[src/sv/svpbs_pkg.sv]
// ----------------------------------------------------------------------------
// svpbs_pkg
// Shared types and constants of the slack/value packet buffer scheduler.
// ----------------------------------------------------------------------------
package svpbs_pkg;

  typedef enum logic {
    POL_EDF   = 1'b0,
    POL_VALUE = 1'b1
  } policy_e;

  localparam logic CMD_ARRIVE = 1'b0;
  localparam logic CMD_TICK   = 1'b1;

  localparam logic REG_POLICY   = 1'b0;
  localparam logic REG_CAPACITY = 1'b1;

  localparam int CapBits   = 5;
  localparam int DropBits  = 5;
  localparam int CountBits = 32;
  localparam int CopyBits  = 4;

  localparam logic [CapBits-1:0]  CAP_RESET = 5'd16;
  localparam logic [DropBits-1:0] DROP_MAX  = 5'd31;

endpackage

[src/sv/svpbs_keycmp.sv]
// ----------------------------------------------------------------------------
// svpbs_keycmp
// Shared key comparator: key a is strictly less than key b under the policy.
// ----------------------------------------------------------------------------
module svpbs_keycmp import svpbs_pkg::*; #(
  parameter int SlackBits = 8,
  parameter int ValueBits = 16
) (
  input  policy_e              policy_i,
  input  logic [SlackBits-1:0] a_slack_i,
  input  logic [ValueBits-1:0] a_value_i,
  input  logic [SlackBits-1:0] b_slack_i,
  input  logic [ValueBits-1:0] b_value_i,
  output logic                 less_o
);

  logic slack_lt, slack_eq, value_lt, value_eq;

  assign slack_lt = a_slack_i < b_slack_i;
  assign slack_eq = a_slack_i == b_slack_i;
  assign value_lt = a_value_i < b_value_i;
  assign value_eq = a_value_i == b_value_i;

  // edf orders by (slack, value), value policy by (value, slack)
  always_comb begin
    unique case (policy_i)
      POL_EDF:   less_o = slack_lt || (slack_eq && value_lt);
      POL_VALUE: less_o = value_lt || (value_eq && slack_lt);
      default:   less_o = 1'b0;
    endcase
  end

endmodule

[src/sv/slack_value_packet_buffer_scheduler.sv]
// ----------------------------------------------------------------------------
// slack_value_packet_buffer_scheduler
// Bounded packet buffer with edf or greatest-value scheduling and eviction.
// ----------------------------------------------------------------------------
// channel   dir  ports                                          transfer
// command   in   start_i, command_i, copies_i, slack_i, value_i start_i && !busy_o
// result    out  done_o, sent_o, sent_value_o, drops_now_o,    done_o (one cycle)
//                total_arrived/dropped/sent/value_o
// config    in   cfg_we_i, cfg_idx_i, cfg_data_i                cfg_we_i
//
// arrival: per copy, a zero-slack packet is dropped in the arrive state when there is room, a
// free-slot search over the valid bits follows when there is room, or, when full,
// a victim scan through the slot memory's single read port and the comparator,
// then the eviction decision.
// tick: one decrement/expire/select pass plus the send.
// busy_o stays high from the transfer up to the result strobe cycle.
// reset clears the valid bits at once; no clearing pass. results cannot stall.
// ----------------------------------------------------------------------------
module slack_value_packet_buffer_scheduler import svpbs_pkg::*; #(
  parameter int BUFFER_DEPTH = 16,
  parameter int SLACK_BITS   = 8,
  parameter int VALUE_BITS   = 16
) (
  input  logic                  clk_i,
  input  logic                  rst_ni,
  input  logic                  start_i,
  output logic                  busy_o,
  input  logic                  command_i,
  input  logic [CopyBits-1:0]   copies_i,
  input  logic [SLACK_BITS-1:0] slack_i,
  input  logic [VALUE_BITS-1:0] value_i,
  input  logic                  cfg_we_i,
  input  logic                  cfg_idx_i,
  input  logic [CapBits-1:0]    cfg_data_i,
  output logic                  done_o,
  output logic                  sent_o,
  output logic [VALUE_BITS-1:0] sent_value_o,
  output logic [DropBits-1:0]   drops_now_o,
  output logic [CountBits-1:0]  total_arrived_o,
  output logic [CountBits-1:0]  total_dropped_o,
  output logic [CountBits-1:0]  total_sent_o,
  output logic [CountBits-1:0]  total_value_o
);

  localparam int IdxW = (BUFFER_DEPTH > 1) ? $clog2(BUFFER_DEPTH) : 1;
  localparam int CntW = $clog2(BUFFER_DEPTH + 1);
  localparam int OccW = CntW;
  localparam int CmpW = (OccW > CapBits) ? OccW : CapBits;

  typedef enum logic [2:0] {
    ST_IDLE,
    ST_ARRIVE,
    ST_FREE,
    ST_VSCAN,
    ST_VICTIM,
    ST_TSCAN,
    ST_TSEND
  } state_e;

  state_e                  state_q, state_d;
  policy_e                 policy_q, policy_d;
  logic [CapBits-1:0]      cap_q, cap_d;
  logic [CopyBits-1:0]     copies_q, copies_d;
  logic [SLACK_BITS-1:0]   in_slack_q, in_slack_d;
  logic [VALUE_BITS-1:0]   in_value_q, in_value_d;
  logic [BUFFER_DEPTH-1:0] valid_q, valid_d;
  logic [OccW-1:0]         occ_q, occ_d;
  logic [CntW-1:0]         cnt_q, cnt_d;
  logic [IdxW-1:0]         pidx_q, pidx_d;
  logic [IdxW-1:0]         fidx_q, fidx_d;
  logic                    best_vld_q, best_vld_d;
  logic [IdxW-1:0]         best_idx_q, best_idx_d;
  logic [SLACK_BITS-1:0]   best_slack_q, best_slack_d;
  logic [VALUE_BITS-1:0]   best_value_q, best_value_d;
  logic [CountBits-1:0]    arrived_q, arrived_d;
  logic [CountBits-1:0]    dropped_q, dropped_d;
  logic [CountBits-1:0]    sent_cnt_q, sent_cnt_d;
  logic [CountBits-1:0]    vsum_q, vsum_d;
  logic [DropBits-1:0]     drops_q, drops_d;
  logic                    done_q, done_d;
  logic                    sent_q, sent_d;
  logic [VALUE_BITS-1:0]   sent_val_q, sent_val_d;

  // slot memory, one read and one write port, registered read
  logic [SLACK_BITS-1:0] slack_mem [BUFFER_DEPTH];
  logic [VALUE_BITS-1:0] value_mem [BUFFER_DEPTH];
  logic [SLACK_BITS-1:0] rd_slack_q;
  logic [VALUE_BITS-1:0] rd_value_q;
  logic                  rd_en;
  logic                  mem_we;
  logic [IdxW-1:0]       mem_waddr;
  logic [SLACK_BITS-1:0] mem_wslack;
  logic [VALUE_BITS-1:0] mem_wvalue;

  logic                  room;
  logic                  replace;
  logic                  drop_inc;
  logic                  want_max;
  logic [SLACK_BITS-1:0] cand_slack;
  logic [SLACK_BITS-1:0] a_slack, b_slack;
  logic [VALUE_BITS-1:0] a_value, b_value;
  logic                  key_less;
  logic                  better;

  always_ff @(posedge clk_i) begin
    if (mem_we) begin
      slack_mem[mem_waddr] <= mem_wslack;
      value_mem[mem_waddr] <= mem_wvalue;
    end
    if (rd_en) begin
      rd_slack_q <= slack_mem[cnt_q[IdxW-1:0]];
      rd_value_q <= value_mem[cnt_q[IdxW-1:0]];
    end
  end

  // during a tick pass the candidate is ranked on its decremented slack
  assign cand_slack = (state_q == ST_TSCAN) ? rd_slack_q - SLACK_BITS'(1) : rd_slack_q;
  assign want_max   = (state_q == ST_TSCAN) && (policy_q == POL_VALUE);
  assign a_slack    = want_max ? best_slack_q : cand_slack;
  assign a_value    = want_max ? best_value_q : rd_value_q;
  assign b_slack    = want_max ? cand_slack   : best_slack_q;
  assign b_value    = want_max ? rd_value_q   : best_value_q;

  svpbs_keycmp #(
    .SlackBits(SLACK_BITS),
    .ValueBits(VALUE_BITS)
  ) u_keycmp (
    .policy_i (policy_q),
    .a_slack_i(a_slack),
    .a_value_i(a_value),
    .b_slack_i(b_slack),
    .b_value_i(b_value),
    .less_o   (key_less)
  );

  assign better  = !best_vld_q || key_less;
  assign room    = (CmpW'(occ_q) < CmpW'(cap_q)) && (occ_q < OccW'(BUFFER_DEPTH));
  assign replace = (policy_q == POL_EDF) ? (best_slack_q < in_slack_q)
                                         : (best_value_q < in_value_q);

  always_comb begin
    state_d      = state_q;
    policy_d     = policy_q;
    cap_d        = cap_q;
    copies_d     = copies_q;
    in_slack_d   = in_slack_q;
    in_value_d   = in_value_q;
    valid_d      = valid_q;
    occ_d        = occ_q;
    cnt_d        = cnt_q;
    pidx_d       = pidx_q;
    fidx_d       = fidx_q;
    best_vld_d   = best_vld_q;
    best_idx_d   = best_idx_q;
    best_slack_d = best_slack_q;
    best_value_d = best_value_q;
    arrived_d    = arrived_q;
    dropped_d    = dropped_q;
    sent_cnt_d   = sent_cnt_q;
    vsum_d       = vsum_q;
    drops_d      = drops_q;
    done_d       = 1'b0;
    sent_d       = sent_q;
    sent_val_d   = sent_val_q;
    rd_en        = 1'b0;
    mem_we       = 1'b0;
    mem_waddr    = fidx_q;
    mem_wslack   = in_slack_q;
    mem_wvalue   = in_value_q;
    drop_inc     = 1'b0;

    if (cfg_we_i) begin
      unique case (cfg_idx_i)
        REG_POLICY:   policy_d = policy_e'(cfg_data_i[0]);
        REG_CAPACITY: cap_d    = cfg_data_i;
        default:      ;
      endcase
    end

    unique case (state_q) inside
      ST_IDLE: begin
        if (start_i) begin
          copies_d   = copies_i;
          in_slack_d = slack_i;
          in_value_d = value_i;
          drops_d    = '0;
          cnt_d      = '0;
          best_vld_d = 1'b0;
          state_d    = (command_i == CMD_TICK) ? ST_TSCAN : ST_ARRIVE;
        end
      end
      ST_ARRIVE: begin
        if (copies_q == '0) begin
          done_d     = 1'b1;
          sent_d     = 1'b0;
          sent_val_d = '0;
          state_d    = ST_IDLE;
        end else begin
          copies_d  = copies_q - CopyBits'(1);
          arrived_d = arrived_q + CountBits'(1);
          if (room) begin
            if (in_slack_q == '0) begin
              drop_inc = 1'b1;
            end else begin
              fidx_d  = '0;
              state_d = ST_FREE;
            end
          end else begin
            cnt_d      = '0;
            best_vld_d = 1'b0;
            state_d    = ST_VSCAN;
          end
        end
      end
      ST_FREE: begin
        // a free slot exists whenever there is room
        if (!valid_q[fidx_q]) begin
          mem_we           = 1'b1;
          valid_d[fidx_q]  = 1'b1;
          occ_d            = occ_q + OccW'(1);
          state_d          = ST_ARRIVE;
        end else begin
          fidx_d = fidx_q + IdxW'(1);
        end
      end
      ST_VSCAN, ST_TSCAN: begin
        // read slot cnt while the slot read last cycle is ranked
        rd_en  = cnt_q < CntW'(BUFFER_DEPTH);
        cnt_d  = cnt_q + CntW'(1);
        pidx_d = cnt_q[IdxW-1:0];
        if ((cnt_q != '0) && valid_q[pidx_q]) begin
          if ((state_q == ST_TSCAN) && (rd_slack_q <= SLACK_BITS'(1))) begin
            valid_d[pidx_q] = 1'b0;
            occ_d           = occ_q - OccW'(1);
            drop_inc        = 1'b1;
          end else begin
            if (state_q == ST_TSCAN) begin
              mem_we     = 1'b1;
              mem_waddr  = pidx_q;
              mem_wslack = cand_slack;
              mem_wvalue = rd_value_q;
            end
            if (better) begin
              best_vld_d   = 1'b1;
              best_idx_d   = pidx_q;
              best_slack_d = cand_slack;
              best_value_d = rd_value_q;
            end
          end
        end
        if (cnt_q == CntW'(BUFFER_DEPTH)) begin
          state_d = (state_q == ST_TSCAN) ? ST_TSEND : ST_VICTIM;
        end
      end
      ST_VICTIM: begin
        // either the victim or the new packet is lost
        drop_inc = 1'b1;
        if (best_vld_q && replace) begin
          mem_we    = 1'b1;
          mem_waddr = best_idx_q;
        end
        state_d = ST_ARRIVE;
      end
      ST_TSEND: begin
        done_d     = 1'b1;
        sent_d     = best_vld_q;
        sent_val_d = best_vld_q ? best_value_q : '0;
        if (best_vld_q) begin
          valid_d[best_idx_q] = 1'b0;
          occ_d               = occ_q - OccW'(1);
          sent_cnt_d          = sent_cnt_q + CountBits'(1);
          vsum_d              = vsum_q + CountBits'(best_value_q);
        end
        state_d = ST_IDLE;
      end
      default: state_d = ST_IDLE;
    endcase

    if (drop_inc) begin
      dropped_d = dropped_q + CountBits'(1);
      drops_d   = (drops_q == DROP_MAX) ? drops_q : drops_q + DropBits'(1);
    end
  end

  always_ff @(posedge clk_i or negedge rst_ni) begin
    if (!rst_ni) begin
      state_q      <= ST_IDLE;
      policy_q     <= POL_EDF;
      cap_q        <= CAP_RESET;
      copies_q     <= '0;
      in_slack_q   <= '0;
      in_value_q   <= '0;
      valid_q      <= '0;
      occ_q        <= '0;
      cnt_q        <= '0;
      pidx_q       <= '0;
      fidx_q       <= '0;
      best_vld_q   <= 1'b0;
      best_idx_q   <= '0;
      best_slack_q <= '0;
      best_value_q <= '0;
      arrived_q    <= '0;
      dropped_q    <= '0;
      sent_cnt_q   <= '0;
      vsum_q       <= '0;
      drops_q      <= '0;
      done_q       <= 1'b0;
      sent_q       <= 1'b0;
      sent_val_q   <= '0;
    end else begin
      state_q      <= state_d;
      policy_q     <= policy_d;
      cap_q        <= cap_d;
      copies_q     <= copies_d;
      in_slack_q   <= in_slack_d;
      in_value_q   <= in_value_d;
      valid_q      <= valid_d;
      occ_q        <= occ_d;
      cnt_q        <= cnt_d;
      pidx_q       <= pidx_d;
      fidx_q       <= fidx_d;
      best_vld_q   <= best_vld_d;
      best_idx_q   <= best_idx_d;
      best_slack_q <= best_slack_d;
      best_value_q <= best_value_d;
      arrived_q    <= arrived_d;
      dropped_q    <= dropped_d;
      sent_cnt_q   <= sent_cnt_d;
      vsum_q       <= vsum_d;
      drops_q      <= drops_d;
      done_q       <= done_d;
      sent_q       <= sent_d;
      sent_val_q   <= sent_val_d;
    end
  end

  assign busy_o          = state_q != ST_IDLE;
  assign done_o          = done_q;
  assign sent_o          = sent_q;
  assign sent_value_o    = sent_val_q;
  assign drops_now_o     = drops_q;
  assign total_arrived_o = arrived_q;
  assign total_dropped_o = dropped_q;
  assign total_sent_o    = sent_cnt_q;
  assign total_value_o   = vsum_q;

  // occupancy counter tracks the valid bits
  a_occ_matches: assert property (@(posedge clk_i) disable iff (!rst_ni)
    occ_q == OccW'($countones(valid_q)))
    else $error("occupancy counter out of step with valid bits");

  a_occ_bound: assert property (@(posedge clk_i) disable iff (!rst_ni)
    occ_q <= OccW'(BUFFER_DEPTH))
    else $error("occupancy above buffer depth");

  a_busy_after_start: assert property (@(posedge clk_i) disable iff (!rst_ni)
    (start_i && !busy_o) |=> busy_o)
    else $error("transfer accepted but block not busy");

  a_done_idle: assert property (@(posedge clk_i) disable iff (!rst_ni)
    done_o |-> (!busy_o && $past(busy_o)))
    else $error("result strobe outside the end of an item");

  a_sent_on_done: assert property (@(posedge clk_i) disable iff (!rst_ni)
    sent_o && done_o |-> total_sent_o == $past(total_sent_o) + CountBits'(1))
    else $error("sent count not advanced with a sent packet");

endmodule
[config.mk]
export PLATFORM = sky130hd
export DESIGN_NAME = slack_value_packet_buffer_scheduler
export DESIGN_NICKNAME = d
export VERILOG_FILES = /design/src/sv/svpbs_pkg.sv /design/src/sv/svpbs_keycmp.sv /design/src/sv/slack_value_packet_buffer_scheduler.sv
export SDC_FILE = /design/constraint.sdc
export NUM_CORES = 1
export LEC_CHECK = 0
export BUFFER_PORTS_ARGS = -buffer_cell sky130_fd_sc_hd__buf_2
export CAP_MARGIN = 20
export CORE_ASPECT_RATIO = 1.2
export CORE_MARGIN = 1
export CORE_UTILIZATION = 25
export DETAILED_ROUTE_END_ITERATION = 6
export GPL_TIMING_DRIVEN = 0
export PLACE_DENSITY_LB_ADDON = 0.1
export SYNTH_ARGS = -nofsm -noshare
export SYNTH_HDL_FRONTEND = slang
export SYNTH_SLANG_ARGS = --single-unit
[constraint.sdc]
create_clock -name clk_i -period 5.34 [get_ports clk_i]
set_input_delay 0.267 -clock clk_i [delete_from_list [all_inputs] [get_ports clk_i]]
set_output_delay 0.267 -clock clk_i [all_outputs]
set_load 0.03 [all_outputs]
==> results of run 1 <==
[worst paths after layout]
path | end | slack (ns) | cells past startpoint
min reg2reg | total_dropped_o[31] | 0.46 | 1
min in group asynchronous | total_value_o[20] | 0.21 | 2
min | policy_q | 0.09 | 3
max | value_mem[11][8] | 0.42 | 14
max in group asynchronous | valid_q[7] | 3.70 | 4
max reg2reg | value_mem[11][8] | 0.42 | 14
[worst min-delay path, cell delays in order]
cell	delay (ns)
buf_2	0.08
nor2b_1	0.18
mux2_2	0.17
[sequential cells by signal (all words and copies together) (netlist names), 16 cells and up]
signal,count
value_mem,256
slack_mem,128
total_arrived_o,32
total_dropped_o,32
total_sent_o,32
total_value_o,32
best_value_q,16
in_value_q,16
rd_value_q,16
sent_value_o,16
valid_q,16
[what timing repair did]
action,in CTS,in global routing
hold endpoints to repair,114,0
pin swaps,0,3
endpoints found under the setup margin,105,211
hold buffers,35,0
gates resized for setup,2,1
buffers inserted,0,8
[power breakdown]
group	total (mW)	switching (mW)	internal [mW]
clock network	5.19	2.22	2.97
logic	6.28	3.79	2.48
registers	7.20	0.626	6.57
[per-layer routing]
metal	global-route usage [%]	share of wire [%]	vias to the layer above
li1	-	-	8394
met1	18.1	41	9548
met2	27.3	52	395
met3	2.26	4.5	107
met4	4.34	2.1	0
met5	0	0	-
[stage by stage]
step	total power, mW	setup slack, ns	area, um^2	hold slack, ns	instances
2_1_floorplan	11.2	0.974	29400	-0.0286	2027
3_5_place_dp	13.6	-0.220	33100	0.336	3790
5_1_grt	19.8	-0.0149	36100	0.0894	3973
3_3_place_gp	13.3	-2.05	32200	0.453	3746
4_1_cts	19.0	0.101	35900	0.0493	3961
6_report	18.7	0.424	36100	0.0946	3973
[cells by family after synthesis]
group           after synthesis  synth area share, %
compound gates              275                 5.94
mux                         188                 12.1
fa+ha+maj                    74                 3.09
buf+inv                     159                 2.11
flops                       659                 63.1
simple gates                512                 8.79
xor+xnor                    160                 4.87
[layout by cell type (no fill, tap or decap), types with 60 or more instances in the layout]
cell type	netlist	final
edfxtp_1	408	408
dfrtp_1	250	250
buf_2	5	194
nand2_1	163	163
mux4_2	129	129
xnor2_1	107	107
inv_1	78	78
clkbuf_16	0	77
nor2_1	89	76
o21ai_0	89	76
clkbuf_1	62	73
a21oi_1	60	60
[cell type report]
| cell class | instances | area [um^2] |
|---|---|---|
| buffer | 80 | 324 |
| clock buffer | 95 | 2030 |
| clock inverter | 41 | 419 |
| fill | 11600 | 80300 |
| inverter | 78 | 293 |
| multi-input combinational | 1209 | 10300 |
| sequential | 659 | 18500 |
| tap | 1529 | 1910 |
| timing repair buffer | 282 | 2240 |
==> results.cfg, run 1 <==
[status]
status = finished with violations
violations = design-rule violations

[layout]
postLayoutCoreUtil_pct = 31.0
antenna_cells = 0
syn2layout_area_growth_pct = 23.0
drive_gt1_share_pct = 22.7
fin_nets = 2484

[grt]
grt_usage_pct = 15.0
grt_pass1_vias = 19700
antenna_found_initial = 1
grt_pass1_wl_um = 132000
grt_max_degree = 91
grt_overflow = 0

[critical_path]
path_delay_family = simple AND/OR/NAND/NOR gates
cp_common_cell = nand2_1
path_max_fanout = 14
crit_slowest_cell = or4b_2
crit_start = cnt_q[1]
startpoint_type = flip-flop
crit_required_ns = 5.69
crit_arrival_ns = 5.26
critical_path_buf_inv_count = 5
worstPathCellList = clkbuf_2, clkbuf_1, inv_1, ha_1, or4b_2, nand2_1, o22ai_1, nand2_1, clkbuf_1, nand2_1, a32oi_1, o211ai_1, nor2_4, buf_12
crit_type = reg2reg
worst_path_largest_cell_delay_ns = 0.62
reg2reg_from = cnt_q[1]
endpoint_kind = flip-flop

[routing]
firstDrtPassIters = 7
initialDrtViolationCount = 1035
drc_errors = 72
antenna_left = 0
routedWlPerCell_um = 22.3
dr_total_vias = 18400
routed_wl_um = 88400
avgViaCountPerCell = 4.64

[clock_tree]
clock_latency_ns = 0.65
cts_sinks = 659
cts-root-buf = clkbuf_16
clockBufferDepth = 3
cts-buffers-inserted = 74
htreeDepth = 3
cts_tree = yes
clk_pin_slew_ns = 0.06

[timing]
period_minus_slack_ns = 4.92
drv_slew = 0
fmax_mhz = 203
slew_headroom_pct = 20.7
finalSetupViolations = 0
finClkSkew_ns = 0.0316
finalHoldViolCount = 0
setup_tns_ns = 0
period_share_pct = 92.1
tightest_slew_ns = 1.19

[yosys]
synth_edf_count = 408
synth.most_common_cell = edfxtp_1
synth-seq-cells = 659
netlist_area_mm2 = 0.0294
synth_top_area_share_pct = 41.7
synth_cells = 2027
synth.avg_cell_area_um2 = 14.5
syn_nets = 2127
synth_common_cells = 408 x edfxtp_1, 250 x dfrtp_1, 163 x nand2_1
yosysWarnings = 0
synthArstFlopShare_pct = 38.1
synth_cell_type_count = 73
yosys-top-cells-area = edfxtp_1 42%, dfrtp_1 21%, mux4_2 9.9%, xnor2_1 3.2%, ha_1 2.5%
synth_seq_area_share_pct = 63.1
synth_ff_type = edfxtp_1
yosysTopAreaCell = edfxtp_1

[placement]
place_congestion = 0.832
portBuffers = 190
dp_hpwl_um = 63900

[floorplan]
coreArea_mm2 = 0.116
num_rows = 137
die_w_um = 315
design.die.area_mm2 = 0.119
die_h_um = 377
initial_core_util_pct = 25.2
io_pins = 191

[hold_path]
hp-start = cfg_we_i
hp-class = in2reg

[flow_run]
cap_viol_max_count = 0

[power_and_ir_drop]
peakVddDrop_mv = 0.254
cellPowerDensity_mw_per_mm2 = 517
total_leakage_power_nw = 13.7
Note: power is estimated with default switching activity, not from simulation.
==> inputs of run 2 (changes only) <==
--- a/config.mk
+++ b/config.mk
@@ -5,14 +5,17 @@
 export SDC_FILE = /design/constraint.sdc
 export NUM_CORES = 1
 export LEC_CHECK = 0
+export ABC_AREA = 1
 export BUFFER_PORTS_ARGS = -buffer_cell sky130_fd_sc_hd__buf_2
 export CAP_MARGIN = 20
 export CORE_ASPECT_RATIO = 1.2
 export CORE_MARGIN = 1
 export CORE_UTILIZATION = 25
 export DETAILED_ROUTE_END_ITERATION = 6
+export GPL_ROUTABILITY_DRIVEN = 1
 export GPL_TIMING_DRIVEN = 0
 export PLACE_DENSITY_LB_ADDON = 0.1
+export SKIP_CTS_REPAIR_TIMING = 1
 export SYNTH_ARGS = -nofsm -noshare
 export SYNTH_HDL_FRONTEND = slang
 export SYNTH_SLANG_ARGS = --single-unit
==> run 2 against run 1 <==
The run now ends clean; critical path depth unchanged; non-clock buffer count up 26; worst hold slack worse by 0.0061 ns; wire length grew 23%.
==> results.cfg, run 2 <==
[status]
status = completed

[floorplan]
num_rows = 141
io_pins = 191
die_w_um = 323
die_h_um = 388
design.die.area_mm2 = 0.125
initial_core_util_pct = 25.2
coreArea_mm2 = 0.123

[clock_tree]
clockBufferDepth = 3
cts-buffers-inserted = 79
clock_latency_ns = 0.66
cts_sinks = 659
clk_pin_slew_ns = 0.06
cts_tree = yes
cts-root-buf = clkbuf_16
htreeDepth = 3

[critical_path]
crit_cells = 14
crit_start = cnt_q[1]
ff2ff_path_depth = 14
worstPathCellList = clkbuf_1, inv_1, clkbuf_1, ha_1, nand4_1, nand3_1, buf_4, inv_2, nand2_1, nand2_1, nor2_1, nand4_1, nor2_4, buf_12
path_delay_family = buffers and inverters
crit_arrival_ns = 5.17
startpoint_type = flip-flop
path_max_fanout = 18
crit_type = reg2reg
r2r_slack_ns = 0.51
r2r-end = value_mem[2][5]
crit_required_ns = 5.69
worst_path_largest_cell_delay_ns = 0.60
endpoint_kind = flip-flop
reg2reg_from = cnt_q[1]
crit_slowest_cell = inv_1
crit_end = value_mem[2][5]
critical_path_buf_inv_count = 6

[grt]
grt_pass1_vias = 24100
grt_overflow = 0
antenna_found_initial = 3
grt_max_degree = 98
grt_usage_pct = 17.1
grt_pass1_wl_um = 159000

[routing]
firstDrtPassIters = 7
antenna_left = 0
avgViaCountPerCell = 4.59
initialDrtViolationCount = 1430
dr_total_vias = 23900
drc_errors = 0
routedWlPerCell_um = 21.0
routed_wl_um = 109000

[layout]
stdcell_count = 5198
postLayoutCoreUtil_pct = 30.6
final_common_cell = nand2_1
register_area_mm2 = 0.0185
fill_cells = 12900
reg_top3 = value_mem: 256 flops, slack_mem: 128 flops
layout_common_cells = 611 x nand2_1, 408 x edfxtp_1, 358 x nor2_1
regMostFlops = value_mem
syn2layout_area_growth_pct = 21.2
multi_input_area_mm2 = 0.0112
fin_nets = 3593
largest_reg_flops = 256
post-route-cell-area_mm2 = 0.0376
drive_gt1_share_pct = 12.4

[timing]
finalSetupViolations = 0
setup_tns_ns = 0
tightest_slew_ns = 0.955
fmax_mhz = 207
drv_slew = 0
finalHoldViolCount = 0
period_minus_slack_ns = 4.83
hold_slack_ns = 0.0886
slew_headroom_pct = 36.4
fin_ws_ns = 0.513
rsz0062_at_grt = no
finClkSkew_ns = 0.0233
period_share_pct = 90.4

[yosys]
netlist_area_mm2 = 0.0310
syn_nets = 3250
yosysWarnings = 0
synth.most_common_cell = nand2_1
synth-seq-cells = 659
synth_top_area_share_pct = 39.5
synthArstFlopShare_pct = 38.1
yosysTopAreaCell = edfxtp_1
synth_ff_type = edfxtp_1
synth_cell_type_count = 59
synth_seq_area_share_pct = 59.8
synth_common_cells = 611 x nand2_1, 408 x edfxtp_1, 375 x nor2_1
synth_edf_count = 408
synth_cells = 3150
yosys-top-cells-area = edfxtp_1 40%, dfrtp_1 20%, nand2_1 7.4%, o21ai_0 5.8%, nor2_1 4.5%
synth.avg_cell_area_um2 = 9.84

[placement]
portBuffers = 190
place_congestion = 0.845
post_dp_cell_area_mm2 = 0.0346
dp_hpwl_um = 80100
placedCellCount = 5016
place_ws_ns = -0.229

[hold_path]
hp-start = cfg_idx_i
hp-class = in2reg

[power_and_ir_drop]
power_mw = 19.9
peakVddDrop_mv = 0.246
cellPowerDensity_mw_per_mm2 = 529
total_leakage_power_nw = 15.1

[flow_run]
cap_viol_max_count = 0
==> run 2: final cells by class <==
| class | instances | area share (%) |
|---|---|---|
| clock buffer | 113 | 5.85 |
| inverter | 252 | 2.52 |
| sequential | 659 | 49.3 |
| timing repair buffer | 261 | 4.85 |
| buffer | 127 | 1.51 |
| tap | 1644 | 5.47 |
| multi-input combinational | 2113 | 29.7 |
| antenna | 3 | 0.0200 |
| clock inverter | 26 | 0.792 |
==> run 2: worst reg2reg max path, cell delays in order, from the launching register on <==
cell,delay (ns)
dfrtp_1,0.38
clkbuf_1,0.29
inv_1,0.61
clkbuf_1,0.50
ha_1,0.28
nand4_1,0.34
nand3_1,0.28
buf_4,0.21
inv_2,0.08
nand2_1,0.09
nand2_1,0.06
nor2_1,0.22
nand4_1,0.45
nor2_4,0.46
buf_12,0.24
==> run 2: metal layers <==
metal / track usage [%] / wire length (um) / up-vias
met4: 6.20 / 3510 / 2
met5: 0 / 13 / -
met3: 2.68 / 5340 / 156
met2: 29.1 / 52300 / 537
met1: 21.8 / 47800 / 11600
li1: - / - / 11600
==> run 2: how the worst min path moves through the flow <==
stage / to / slack, ns / cells past startpoint
4_1_cts: total_arrived_o[3] / -0.42 / 1
5_1_grt: cap_q[4] / 0.15 / 3
3_5_place_dp: total_arrived_o[3] / 0.30 / 1
6_report: cap_q[4] / 0.09 / 3
2_1_floorplan: best_idx_q[0] / -0.03 / 0
3_3_place_gp: total_sent_o[31] / 0.45 / 1
==> run 2: power breakdown <==
group	switching (mW)	internal (mW)
clock network	2.22	3.15
registers	0.593	6.66
logic	5.33	1.95
total	8.14	11.8
==> run 2: cells by family after synthesis <==
| logic type | share of synthesized area (%) |
|---|---|
| AO/OA/AOI/OAI | 10.9 |
| XOR/XNOR | 3.73 |
| adder cells (fa/ha/maj) | 2.51 |
| buffers and inverters | 4.90 |
| flip-flops | 59.8 |
| multiplexers | 0.0363 |
| AND/OR/NAND/NOR | 18.2 |
